$ cat src/hdl/pdlu_pkg.sv
// Shared types and constants for the PCM downmix linear upsampler.
// Used by the front, queue and back modules and the top level.
package pdlu_pkg;

  localparam int MAX_RATIO   = 8;
  localparam int REM_W       = $clog2(MAX_RATIO);
  localparam int QUEUE_DEPTH = 4;

  typedef logic signed [15:0] sample_t;
  typedef logic signed [16:0] step_t;

  typedef struct packed {
    sample_t               held;
    sample_t               mono;
    step_t                 step_q;
    logic [REM_W-1:0]      step_r;
    logic                  interp;
    logic                  last;
  } queue_entry_t;

endpackage

$ cat src/hdl/pcm_downmix_linear_upsampler_unit.sv
// Top level of the PCM downmix linear upsampler.
// Instantiates pdlu_front, pdlu_queue and pdlu_back; depends on pdlu_pkg.
//
// Takes one PCM frame per beat, downmixes it to mono when channel_count is two or three,
// and emits UPSAMPLE_RATIO linearly interpolated beats from the previous sample toward the
// new one, plus UPSAMPLE_RATIO copies of the final sample on a packet's last frame. The
// back stage produces one output beat per clock while the queue is not empty and the
// output is not stalled. The first frame of a packet that is not also its last yields
// nothing. Frames enter the front register at one per clock while the four-entry queue
// has room, and each frame passes through the front register, a queue slot and the
// output register before its first output beat appears. There is no clearing pass
// after reset.
module pcm_downmix_linear_upsampler_unit #(
  parameter int UPSAMPLE_RATIO = 6
) (
  input  logic               clk,
  input  logic               rst,
  input  logic               cfg_write,
  input  logic [1:0]         cfg_data,
  input  logic               in_valid,
  output logic               in_stall,
  input  logic signed [15:0] left_sample,
  input  logic signed [15:0] right_sample,
  input  logic               packet_last,
  output logic               out_valid,
  input  logic               out_stall,
  output logic signed [15:0] out_sample,
  output logic               run_last,
  output logic               packet_end
);

  pdlu_pkg::queue_entry_t entry;
  pdlu_pkg::queue_entry_t head;
  logic                   push;
  logic                   pop;
  logic                   full;
  logic                   empty;

  pdlu_front #(.UPSAMPLE_RATIO(UPSAMPLE_RATIO)) u_front (
    .clk          (clk),
    .rst          (rst),
    .cfg_write    (cfg_write),
    .cfg_data     (cfg_data),
    .in_valid     (in_valid),
    .in_stall     (in_stall),
    .left_sample  (left_sample),
    .right_sample (right_sample),
    .packet_last  (packet_last),
    .push         (push),
    .entry        (entry),
    .full         (full)
  );

  pdlu_queue u_queue (
    .clk   (clk),
    .rst   (rst),
    .push  (push),
    .entry (entry),
    .full  (full),
    .pop   (pop),
    .head  (head),
    .empty (empty)
  );

  pdlu_back #(.UPSAMPLE_RATIO(UPSAMPLE_RATIO)) u_back (
    .clk        (clk),
    .rst        (rst),
    .empty      (empty),
    .head       (head),
    .pop        (pop),
    .out_valid  (out_valid),
    .out_stall  (out_stall),
    .out_sample (out_sample),
    .run_last   (run_last),
    .packet_end (packet_end)
  );

endmodule

$ cat src/hdl/pdlu_front.sv
// Input stage: configuration register, downmix, held sample and step split.
// Depends on pdlu_pkg; pushes one entry per item that yields beats.
module pdlu_front #(
  parameter int UPSAMPLE_RATIO = 6
) (
  input  logic                   clk,
  input  logic                   rst,
  input  logic                   cfg_write,
  input  logic [1:0]             cfg_data,
  input  logic                   in_valid,
  output logic                   in_stall,
  input  logic signed [15:0]     left_sample,
  input  logic signed [15:0]     right_sample,
  input  logic                   packet_last,
  output logic                   push,
  output pdlu_pkg::queue_entry_t entry,
  input  logic                   full
);

  localparam int RECIP_K = 20;
  localparam logic [RECIP_K-1:0] RECIP_M =
    RECIP_K'((2 ** RECIP_K + UPSAMPLE_RATIO - 1) / UPSAMPLE_RATIO);
  localparam logic [pdlu_pkg::REM_W:0] RATIO_C = (pdlu_pkg::REM_W + 1)'(UPSAMPLE_RATIO);

  logic [1:0]        channel_count;
  pdlu_pkg::sample_t held;
  logic              held_valid;
  logic              a_valid;
  pdlu_pkg::sample_t a_held;
  pdlu_pkg::sample_t a_mono;
  logic              a_interp;
  logic              a_last;

  logic [16:0]               sum;
  logic [16:0]               sum_adj;
  pdlu_pkg::sample_t         mono_in;
  logic [16:0]               diff;
  logic [16:0]               diff_mag;
  logic [35:0]               prod;
  logic [15:0]               q_mag;
  logic [19:0]               r_full;
  logic [pdlu_pkg::REM_W-1:0] r_mag;
  logic                      need_push;
  logic                      a_done;
  logic                      accept;

  always_comb begin
    sum     = {left_sample[15], left_sample} + {right_sample[15], right_sample};
    sum_adj = sum + {16'b0, sum[16]};
    mono_in = channel_count[1] ? pdlu_pkg::sample_t'(sum_adj[16:1]) : left_sample;
  end

  always_comb begin
    diff     = {a_mono[15], a_mono} - {a_held[15], a_held};
    diff_mag = diff[16] ? (17'd0 - diff) : diff;
    prod     = 36'(diff_mag[15:0]) * 36'(RECIP_M);
    q_mag    = prod[35:RECIP_K];
    r_full   = 20'(diff_mag[15:0]) - 20'(q_mag) * 20'(UPSAMPLE_RATIO);
    r_mag    = r_full[pdlu_pkg::REM_W-1:0];
    entry.held   = a_held;
    entry.mono   = a_mono;
    entry.interp = a_interp;
    entry.last   = a_last;
    if (!diff[16]) begin
      entry.step_q = pdlu_pkg::step_t'({1'b0, q_mag});
      entry.step_r = r_mag;
    end else if (r_mag == '0) begin
      entry.step_q = pdlu_pkg::step_t'(17'd0 - {1'b0, q_mag});
      entry.step_r = '0;
    end else begin
      entry.step_q = pdlu_pkg::step_t'(17'd0 - {1'b0, q_mag} - 17'd1);
      entry.step_r = pdlu_pkg::REM_W'(RATIO_C - {1'b0, r_mag});
    end
  end

  assign need_push = a_interp | a_last;
  assign a_done    = a_valid & (~need_push | ~full);
  assign in_stall  = a_valid & ~a_done;
  assign push      = a_valid & need_push & ~full;
  assign accept    = in_valid & ~in_stall;

  always_ff @(posedge clk) begin
    if (rst) begin
      channel_count <= 2'd1;
      held_valid    <= 1'b0;
      a_valid       <= 1'b0;
    end else begin
      if (cfg_write) begin
        channel_count <= cfg_data;
      end
      if (accept) begin
        a_valid    <= 1'b1;
        held_valid <= ~packet_last;
      end else if (a_done) begin
        a_valid <= 1'b0;
      end
    end
  end

  always_ff @(posedge clk) begin
    if (accept) begin
      held     <= mono_in;
      a_held   <= held;
      a_mono   <= mono_in;
      a_interp <= held_valid;
      a_last   <= packet_last;
    end
  end

endmodule

$ cat src/hdl/pdlu_queue.sv
// Short queue of work entries between the front and back stages.
// Depends on pdlu_pkg for the entry type and depth.
module pdlu_queue (
  input  logic                   clk,
  input  logic                   rst,
  input  logic                   push,
  input  pdlu_pkg::queue_entry_t entry,
  output logic                   full,
  input  logic                   pop,
  output pdlu_pkg::queue_entry_t head,
  output logic                   empty
);

  localparam int PTR_W = $clog2(pdlu_pkg::QUEUE_DEPTH);
  localparam int CNT_W = $clog2(pdlu_pkg::QUEUE_DEPTH + 1);

  pdlu_pkg::queue_entry_t slots [pdlu_pkg::QUEUE_DEPTH];
  logic [PTR_W-1:0]       wr_ptr;
  logic [PTR_W-1:0]       rd_ptr;
  logic [CNT_W-1:0]       count;

  assign full  = (count == CNT_W'(pdlu_pkg::QUEUE_DEPTH));
  assign empty = (count == '0);
  assign head  = slots[rd_ptr];

  always_ff @(posedge clk) begin
    if (rst) begin
      wr_ptr <= '0;
      rd_ptr <= '0;
      count  <= '0;
    end else begin
      if (push) begin
        wr_ptr <= wr_ptr + PTR_W'(1);
      end
      if (pop) begin
        rd_ptr <= rd_ptr + PTR_W'(1);
      end
      if (push && !pop) begin
        count <= count + CNT_W'(1);
      end else if (pop && !push) begin
        count <= count - CNT_W'(1);
      end
    end
  end

  always_ff @(posedge clk) begin
    if (push) begin
      slots[wr_ptr] <= entry;
    end
  end

endmodule

$ cat src/hdl/pdlu_back.sv
// Output sequencer: walks interpolation and trailing copies, one beat a cycle unless out_stall or empty.
// Depends on pdlu_pkg; reads the queue head and drives the output register.
module pdlu_back #(
  parameter int UPSAMPLE_RATIO = 6
) (
  input  logic                   clk,
  input  logic                   rst,
  input  logic                   empty,
  input  pdlu_pkg::queue_entry_t head,
  output logic                   pop,
  output logic                   out_valid,
  input  logic                   out_stall,
  output logic signed [15:0]     out_sample,
  output logic                   run_last,
  output logic                   packet_end
);

  localparam int CW = (UPSAMPLE_RATIO > 2) ? $clog2(UPSAMPLE_RATIO) : 1;
  localparam logic [pdlu_pkg::REM_W:0] RATIO_C = (pdlu_pkg::REM_W + 1)'(UPSAMPLE_RATIO);

  typedef enum logic {PH_INTERP, PH_COPY} phase_t;

  logic                       started;
  phase_t                     phase;
  logic [CW-1:0]              cnt;
  pdlu_pkg::step_t            q;
  logic [pdlu_pkg::REM_W-1:0] r;

  phase_t                     cur_phase;
  logic [CW-1:0]              cur_cnt;
  pdlu_pkg::step_t            cur_q;
  logic [pdlu_pkg::REM_W-1:0] cur_r;
  logic                       at_end;
  logic                       emit;
  logic [pdlu_pkg::REM_W:0]   r_sum;
  logic                       carry;
  logic [pdlu_pkg::REM_W:0]   r_step;
  pdlu_pkg::step_t            q_next;
  logic [16:0]                interp_val;
  pdlu_pkg::sample_t          beat_sample;
  logic                       beat_run_last;
  logic                       beat_packet_end;

  always_comb begin
    cur_phase = started ? phase : (head.interp ? PH_INTERP : PH_COPY);
    cur_cnt   = started ? cnt : '0;
    cur_q     = started ? q : pdlu_pkg::step_t'({head.held[15], head.held});
    cur_r     = started ? r : '0;
    at_end    = (cur_cnt == CW'(UPSAMPLE_RATIO - 1));
    emit      = ~empty & (~out_valid | ~out_stall);
    pop       = emit & at_end & ((cur_phase == PH_COPY) | ~head.last);

    r_sum  = {1'b0, cur_r} + {1'b0, head.step_r};
    carry  = (r_sum >= RATIO_C);
    r_step = carry ? (r_sum - RATIO_C) : r_sum;
    q_next = cur_q + head.step_q + pdlu_pkg::step_t'({16'b0, carry});

    interp_val = cur_q + {16'b0, cur_q[16] & (cur_r != '0)};

    case (cur_phase)
      PH_INTERP: begin
        beat_sample     = pdlu_pkg::sample_t'(interp_val[15:0]);
        beat_run_last   = at_end & ~head.last;
        beat_packet_end = 1'b0;
      end
      PH_COPY: begin
        beat_sample     = head.mono;
        beat_run_last   = at_end;
        beat_packet_end = at_end;
      end
      default: begin
        beat_sample     = head.mono;
        beat_run_last   = 1'b0;
        beat_packet_end = 1'b0;
      end
    endcase
  end

  always_ff @(posedge clk) begin
    if (rst) begin
      started   <= 1'b0;
      phase     <= PH_INTERP;
      cnt       <= '0;
      out_valid <= 1'b0;
    end else begin
      if (emit) begin
        out_valid  <= 1'b1;
        out_sample <= beat_sample;
        run_last   <= beat_run_last;
        packet_end <= beat_packet_end;
        if (pop) begin
          started <= 1'b0;
        end else if (at_end) begin
          started <= 1'b1;
          phase   <= PH_COPY;
          cnt     <= '0;
        end else begin
          started <= 1'b1;
          phase   <= cur_phase;
          cnt     <= cur_cnt + CW'(1);
          q       <= q_next;
          r       <= r_step[pdlu_pkg::REM_W-1:0];
        end
      end else if (!out_stall) begin
        out_valid <= 1'b0;
      end
    end
  end

endmodule

$ cat config.mk
export PLATFORM = sky130hd
export DESIGN_NAME = pcm_downmix_linear_upsampler_unit
export DESIGN_NICKNAME = d
export VERILOG_FILES = /design/src/hdl/pdlu_pkg.sv /design/src/hdl/pcm_downmix_linear_upsampler_unit.sv /design/src/hdl/pdlu_front.sv /design/src/hdl/pdlu_queue.sv /design/src/hdl/pdlu_back.sv
export SDC_FILE = /design/constraint.sdc
export NUM_CORES = 1
export LEC_CHECK = 0
export BUFFER_PORTS_ARGS = -buffer_cell sky130_fd_sc_hd__buf_2
export CAP_MARGIN = 20
export CORE_MARGIN = 1.5
export CORE_UTILIZATION = 55
export CTS_CLUSTER_DIAMETER = 30
export CTS_CLUSTER_SIZE = 20
export DETAILED_ROUTE_END_ITERATION = 8
export GPL_TIMING_DRIVEN = 0
export MAX_ROUTING_LAYER = met4
export PLACE_DENSITY = 0.7
export SYNTH_ARGS = -nofsm -noshare
export SYNTH_HDL_FRONTEND = slang
export SYNTH_SLANG_ARGS = --single-unit
$ cat constraint.sdc
create_clock -name clk -period 28.8 [get_ports clk]
set_input_delay 1.44 -clock clk [delete_from_list [all_inputs] [get_ports clk]]
set_output_delay 1.44 -clock clk [all_outputs]
set_load 0.005 [all_outputs]
=== Yosys cells after proc, flatten, opt, wreduce, memory -nomap -nowiden ===
Memories as Yosys holds them, arrays and structs flattened. A register that Yosys moved wholly into a read port is not among the register bits.
Cells that the tools add are included.

* Logic and storage cells: 109
* Memories kept: 1
* Memory bits (writable): 216
* Input bits: 40
* Bits in registers: 89

* Bitwise operators: 27
* Mux-type cells: 26
* Multiply operators: 2
* Reduce and logical (&&, ||, !) cells: 12
* Magnitude comparators: 1
* Add/subtract/negate cells: 18
* Equality and inequality tests: 3

{| class="wikitable"
|+ Memories
! name !! words !! width !! read ports !! clocked after memory_dff !! write ports !! line !! text
|-
| u_queue.slots || 4 || 54 || 1 || 1 || 1 || pdlu_queue.sv:17 || <nowiki>pdlu_pkg::queue_entry_t slots [pdlu_pkg::QUEUE_DEPTH];</nowiki>
|}

{| class="wikitable"
|+ Operators with widths
! kind !! number
|-
| two-way mux 20 bit || 2
|-
| multiplier 16 x 18 -> 34 bit, second input constant || 1
|-
| two-way mux 16 bit || 2
|-
| case mux 16 bit (2 select lines) || 1
|-
| two-way mux 3 bit || 6
|-
| adder 16 x 16 -> 17 bit || 1
|-
| adder 17 x 1 -> 17 bit || 1
|-
| adder 17 bit || 1
|-
| adder 17 x 2 -> 17 bit || 1
|-
| two-way mux 17 bit || 1
|-
| subtractor 16 x 16 -> 17 bit || 1
|-
| subtractor 17 x 1 -> 17 bit, second input constant || 1
|-
| adder 16 x 1 -> 16 bit || 1
|-
| subtractor 1 x 16 -> 16 bit, first input constant || 1
|-
| subtractor 1 x 14 -> 15 bit, first input constant || 1
|-
| multiplier 14 x 2 -> 2 bit, second input constant || 1
|-
| inverter 1 bit || 13
|-
| AND 1 bit || 10
|-
| two-way mux 1 bit || 10
|-
| adder 3 x 1 -> 3 bit, second input constant || 2
|-
| equality test 3 bit, second input constant || 2
|-
| logical NOT 3 bit || 2
|-
| adder 2 x 1 -> 2 bit, second input constant || 2
|-
| adder 3 x 3 -> 4 bit || 1
|-
| other kinds (15) || 24
|}

=== Longest topological paths before layout ===
* Word-level depth: 9
* Depth in mapped cells: 47
* Depth with buffers taken out: 47

=== By module ===
From an unflattened synthesis, not the netlist that was laid out.

* Cells, all modules: 1761
* Area total of the unflattened synthesis: 20948.8 um2

{| class="wikitable"
|+ Modules (own cells, without submodules)
! module !! cells an instance !! instances !! area each (um2)
|-
| pdlu_front || 1095 || 1 || 9340.2
|-
| pdlu_queue || 326 || 1 || 8287.9
|-
| pdlu_back || 340 || 1 || 3320.7
|}

=== Worst setup path after synthesis ===
No wires, ideal clock.

* Path type: reg-to-reg
* Start: register, netlist name u_front.held[0]
* End: memory u_queue.slots[0][16] in the netlist's numbering, data pin
* Stages on the path, launching flop included: 46
* Setup slack: 17.452 ns
* Arrival time: 11.131 ns
* Path buffers: 0
* Path through: edfxtp_1 inv_1 ha_1 fa_1 nand2b_1 nand2_1 a21oi_1 xnor2_1 or3_1 or4_1 or4_1 or3_1 nor3_1 mux2i_1 xnor2_1 ha_1 inv_1 fa_1 (+10 left out) nor3_1 nand3_1 o21ai_0 xnor2_1 clkinv_1 ha_1 xnor2_1 xnor2_1 nor2b_1 a21oi_1 o221ai_1 nor2_1 or3_1 a21oi_1 o21ai_2 o311ai_1 a21oi_1 a211oi_1

{| class="wikitable"
|+ RTL lines
! item !! line
|-
| to (decl) || pdlu_queue.sv:17
|}

==> results by group <==
Critical path
  • Worst r2r src: u_front.a_held[1]
  • Crit path depth: between 40 and 50
  • Reg2reg end: u_queue.slots[1][16]
  • R2R setup slack: between 10 and 15 ns
  • Worst Setup SP: u_front.a_held[1]
  • CP endpoint: u_queue.slots[1][16]
  • Crit path max fanout: 8
  • Crit-path slowest cell: o221ai_1
  • Worst r2r path cells: between 40 and 50
  • CP startpoint kind: register
  • Crit path DAT: roughly 14 ns
  • CP delay by family, top: adder cells
  • Nature of the critical path endpoint: register
  • Path type of the worst setup path: reg -> reg
  • Buffers and inverters on the worst path: 5
  • WP data required: slightly below 30 ns
  • CP max stage delay: roughly 0.65 ns

Floorplanning
  • Die Wd: roughly 200 um
  • Initial core utilization: 0.556
  • # IOs: 60
  • Row count: 70
  • Die Y: between 150 and 200 um
  • Die area: between 0.03 and 0.04 mm2
  • Area of the core: ~0.037 mm2

Clock network
  • CTS tree: yes
  • Clock slew at reported path FFs: roughly 0.05 ns
  • Longest Clk Path Bufs: 3
  • Clock Latency Late Sink: 0.57 ns
  • CTS Hold Bufs: 0
  • Post-CTS resize count: 0
  • Setup Fix Bufs, Post-CTS: 0
  • Root Driver: clkbuf_16
  • H-tree Lvls: 2
  • CTS buffer count: 53
  • TritonCTS Sinks: 306

Drt
  • Via density: roughly 5.9
  • Top Layer Used: met4
  • Vias: between 10000 and 15000
  • Final wirelength: between 40000 and 50000 um
  • Router iterations before antenna repair: 6
  • DRC: 0
  • Met3 Routed Length: approximately 2500 um
  • Routed WL per cell: just over 20 um
  • Remaining antenna violation count: 0
  • DRT iter0 DRCs: about 940
  • Met2 routed WL: approximately 24000 um
  • Routed length on met1: ~21000 um

Placement
  • PortBufs: 57
  • Place WS: 14.94 ns
  • Routability congestion estimate: between 0.9 and 1
  • Final HPWL DP: roughly 36000 um
  • DP Cell Count: approximately 2200

Yosys
  • Synth async-reset ratio: 0
  • Post-synthesis cell area: around 0.02 mm2
  • Post-synthesis cell type count: 84
  • YS warnings: 0
  • EDFF count, synth: 288
  • Mean area per synthesized cell: 11.8 um2
  • Synth top area cells: edfxtp_1 43%, ha_1 11%, fa_1 7.9%
  • Top cells by count, synth: 288 x edfxtp_1, 189 x inv_1, 176 x ha_1, 125 x nand2_1, 109 x nor2_1
  • Post-Synthesis Cells: 1719
  • Cell taking the most area after synthesis: edfxtp_1
  • Yosys top cell area share: 0.426
  • Count leader, synth: edfxtp_1
  • #FFs+latches synth: 306
  • Syn nets: about 2000
  • Sequential share of the synthesized area: 0.443
  • Ys flop type: edfxtp_1

Layout
  • Fillers: roughly 2900
  • Layout cells sized above 1: 0.133
  • Final-stage net count: 2129
  • Post-Layout Cell Count: approximately 2300
  • Sequential cell area: between 0.009 and 0.01 mm2
  • Number of diodes: 0
  • Area of the multi-input gates: between 0.01 and 0.015 mm2
  • Synth-to-layout area growth: 13.5%

Timing
  • Relative slew slack: 0.351
  • RSZ-0062 raised after global routing: no
  • Setup violators final: 0
  • Tcrit/Tclk final: 0.491
  • Worst-Margin Slew: 0.973 ns
  • Final WS setup: ~15 ns
  • Fmax: 70.8 MHz
  • Setup Skew: 0.0522 ns
  • Fin crit period: 14.13 ns
  • Hold Vio Cnt, Final: 0
  • Sum Neg Setup Slack: 0 ns
  • Slew Viols, Final: 0

Global routing
  • First-pass GRT wire length: ~76000 um
  • Vias in the first global route: 14006
  • Initial antenna violation count: 0
  • Gr usage total: 0.265
  • Largest net degree at the start of global routing: 55
  • Grt total ovfl: 0

Worst hold path
  • Worst hold path type: reg -> reg

Status
  • Status: finished, final reports clean

Job
  • Max-cap violations: 0
[registers in the layout (all words and copies together), names as in the netlist, 2 cells and up, named ones only]
register           flops
u_queue.slots        216
u_back.q              17
u_back.out_sample     16
u_front.a_held        16
u_front.held          16
u_back.cnt             3
u_back.r               3
u_queue.count          3
u_queue.rd_ptr         2
u_queue.wr_ptr         2
[stage by stage]
step | hold WS (ns) | utilization | instance area [um2]
after global placement | 0.413 | 0.580 | 21200
after CTS | 0.432 | 0.632 | 23100
after floorplan | 0.409 | - | 20300
final | 0.438 | 0.632 | 23100
after detailed placement | 0.416 | 0.582 | 21200
after global routing | 0.444 | 0.632 | 23100
[placed cells by master (no fill, tap or decap), types with 15 or more instances in the layout]
cell / synthesis / layout
ha_1: 176 / 176
mux2i_1: 15 / 15
xnor2_1: 74 / 74
nand3_1: 38 / 38
mux4_2: 54 / 54
o21bai_1: 16 / 16
dfxtp_1: 18 / 18
o211ai_1: 15 / 15
nor3_1: 32 / 32
a21o_1: 28 / 28
fa_1: 80 / 80
buf_2: 2 / 59
nand4_1: 17 / 17
xor2_1: 48 / 48
a211oi_1: 15 / 15
nand2_1: 125 / 125
o21ai_0: 60 / 60
clkbuf_1: 32 / 34
inv_1: 189 / 189
nor2_1: 109 / 108
a21oi_1: 96 / 96
clkbuf_16: 0 / 53
edfxtp_1: 288 / 288
[worst min-delay path by stage]
| stage | start | endpoint | slack [ns] | depth (start not counted) |
|---|---|---|---|---|
| 2_1_floorplan | u_front.held_valid | u_front.a_interp | 0.41 | 0 |
| 3_3_place_gp | u_front.held_valid | u_front.a_interp | 0.41 | 0 |
| 3_5_place_dp | u_front.held_valid | u_front.a_interp | 0.42 | 0 |
| 4_1_cts | u_front.held_valid | u_front.a_interp | 0.43 | 0 |
| 5_1_grt | u_front.held_valid | u_front.a_interp | 0.44 | 0 |
| 6_report | u_front.held_valid | u_front.a_interp | 0.44 | 0 |
[layer usage]
layer / GRT usage / vias to the layer above
met4: 0.0577 / 0
met5: - / -
li1: - / 6530
met2: 0.440 / 434
met1: 0.347 / 6800
met3: 0.0392 / 55
[kinds of logic (layout without fill, tap and decap cells)]
group	Yosys count	in the layout	synth area share
AOI/OAI and AO/OA	308	308	0.102
muxes	78	78	0.0722
buffers and inverters	230	389	0.0430
adders and majority gates	256	256	0.187
and+or+nand+nor	419	419	0.100
DFF	306	306	0.443
xor gates and xnor gates	122	122	0.0526
[final cells by class]
class                           count  share of cell area
Sequential cell                   306               0.391
Clock buffer                       56              0.0584
Tap cell                          468              0.0254
Inverter                          190              0.0309
Clock inverter                     44              0.0203
Multi-Input combinational cell   1183               0.453
Timing Repair Buffer               59              0.0142
Buffer                             40             0.00694
Power is left out: the tool's default activity adds up to more than one toggle a clock period on the data nets, which glitch-free logic cannot reach.
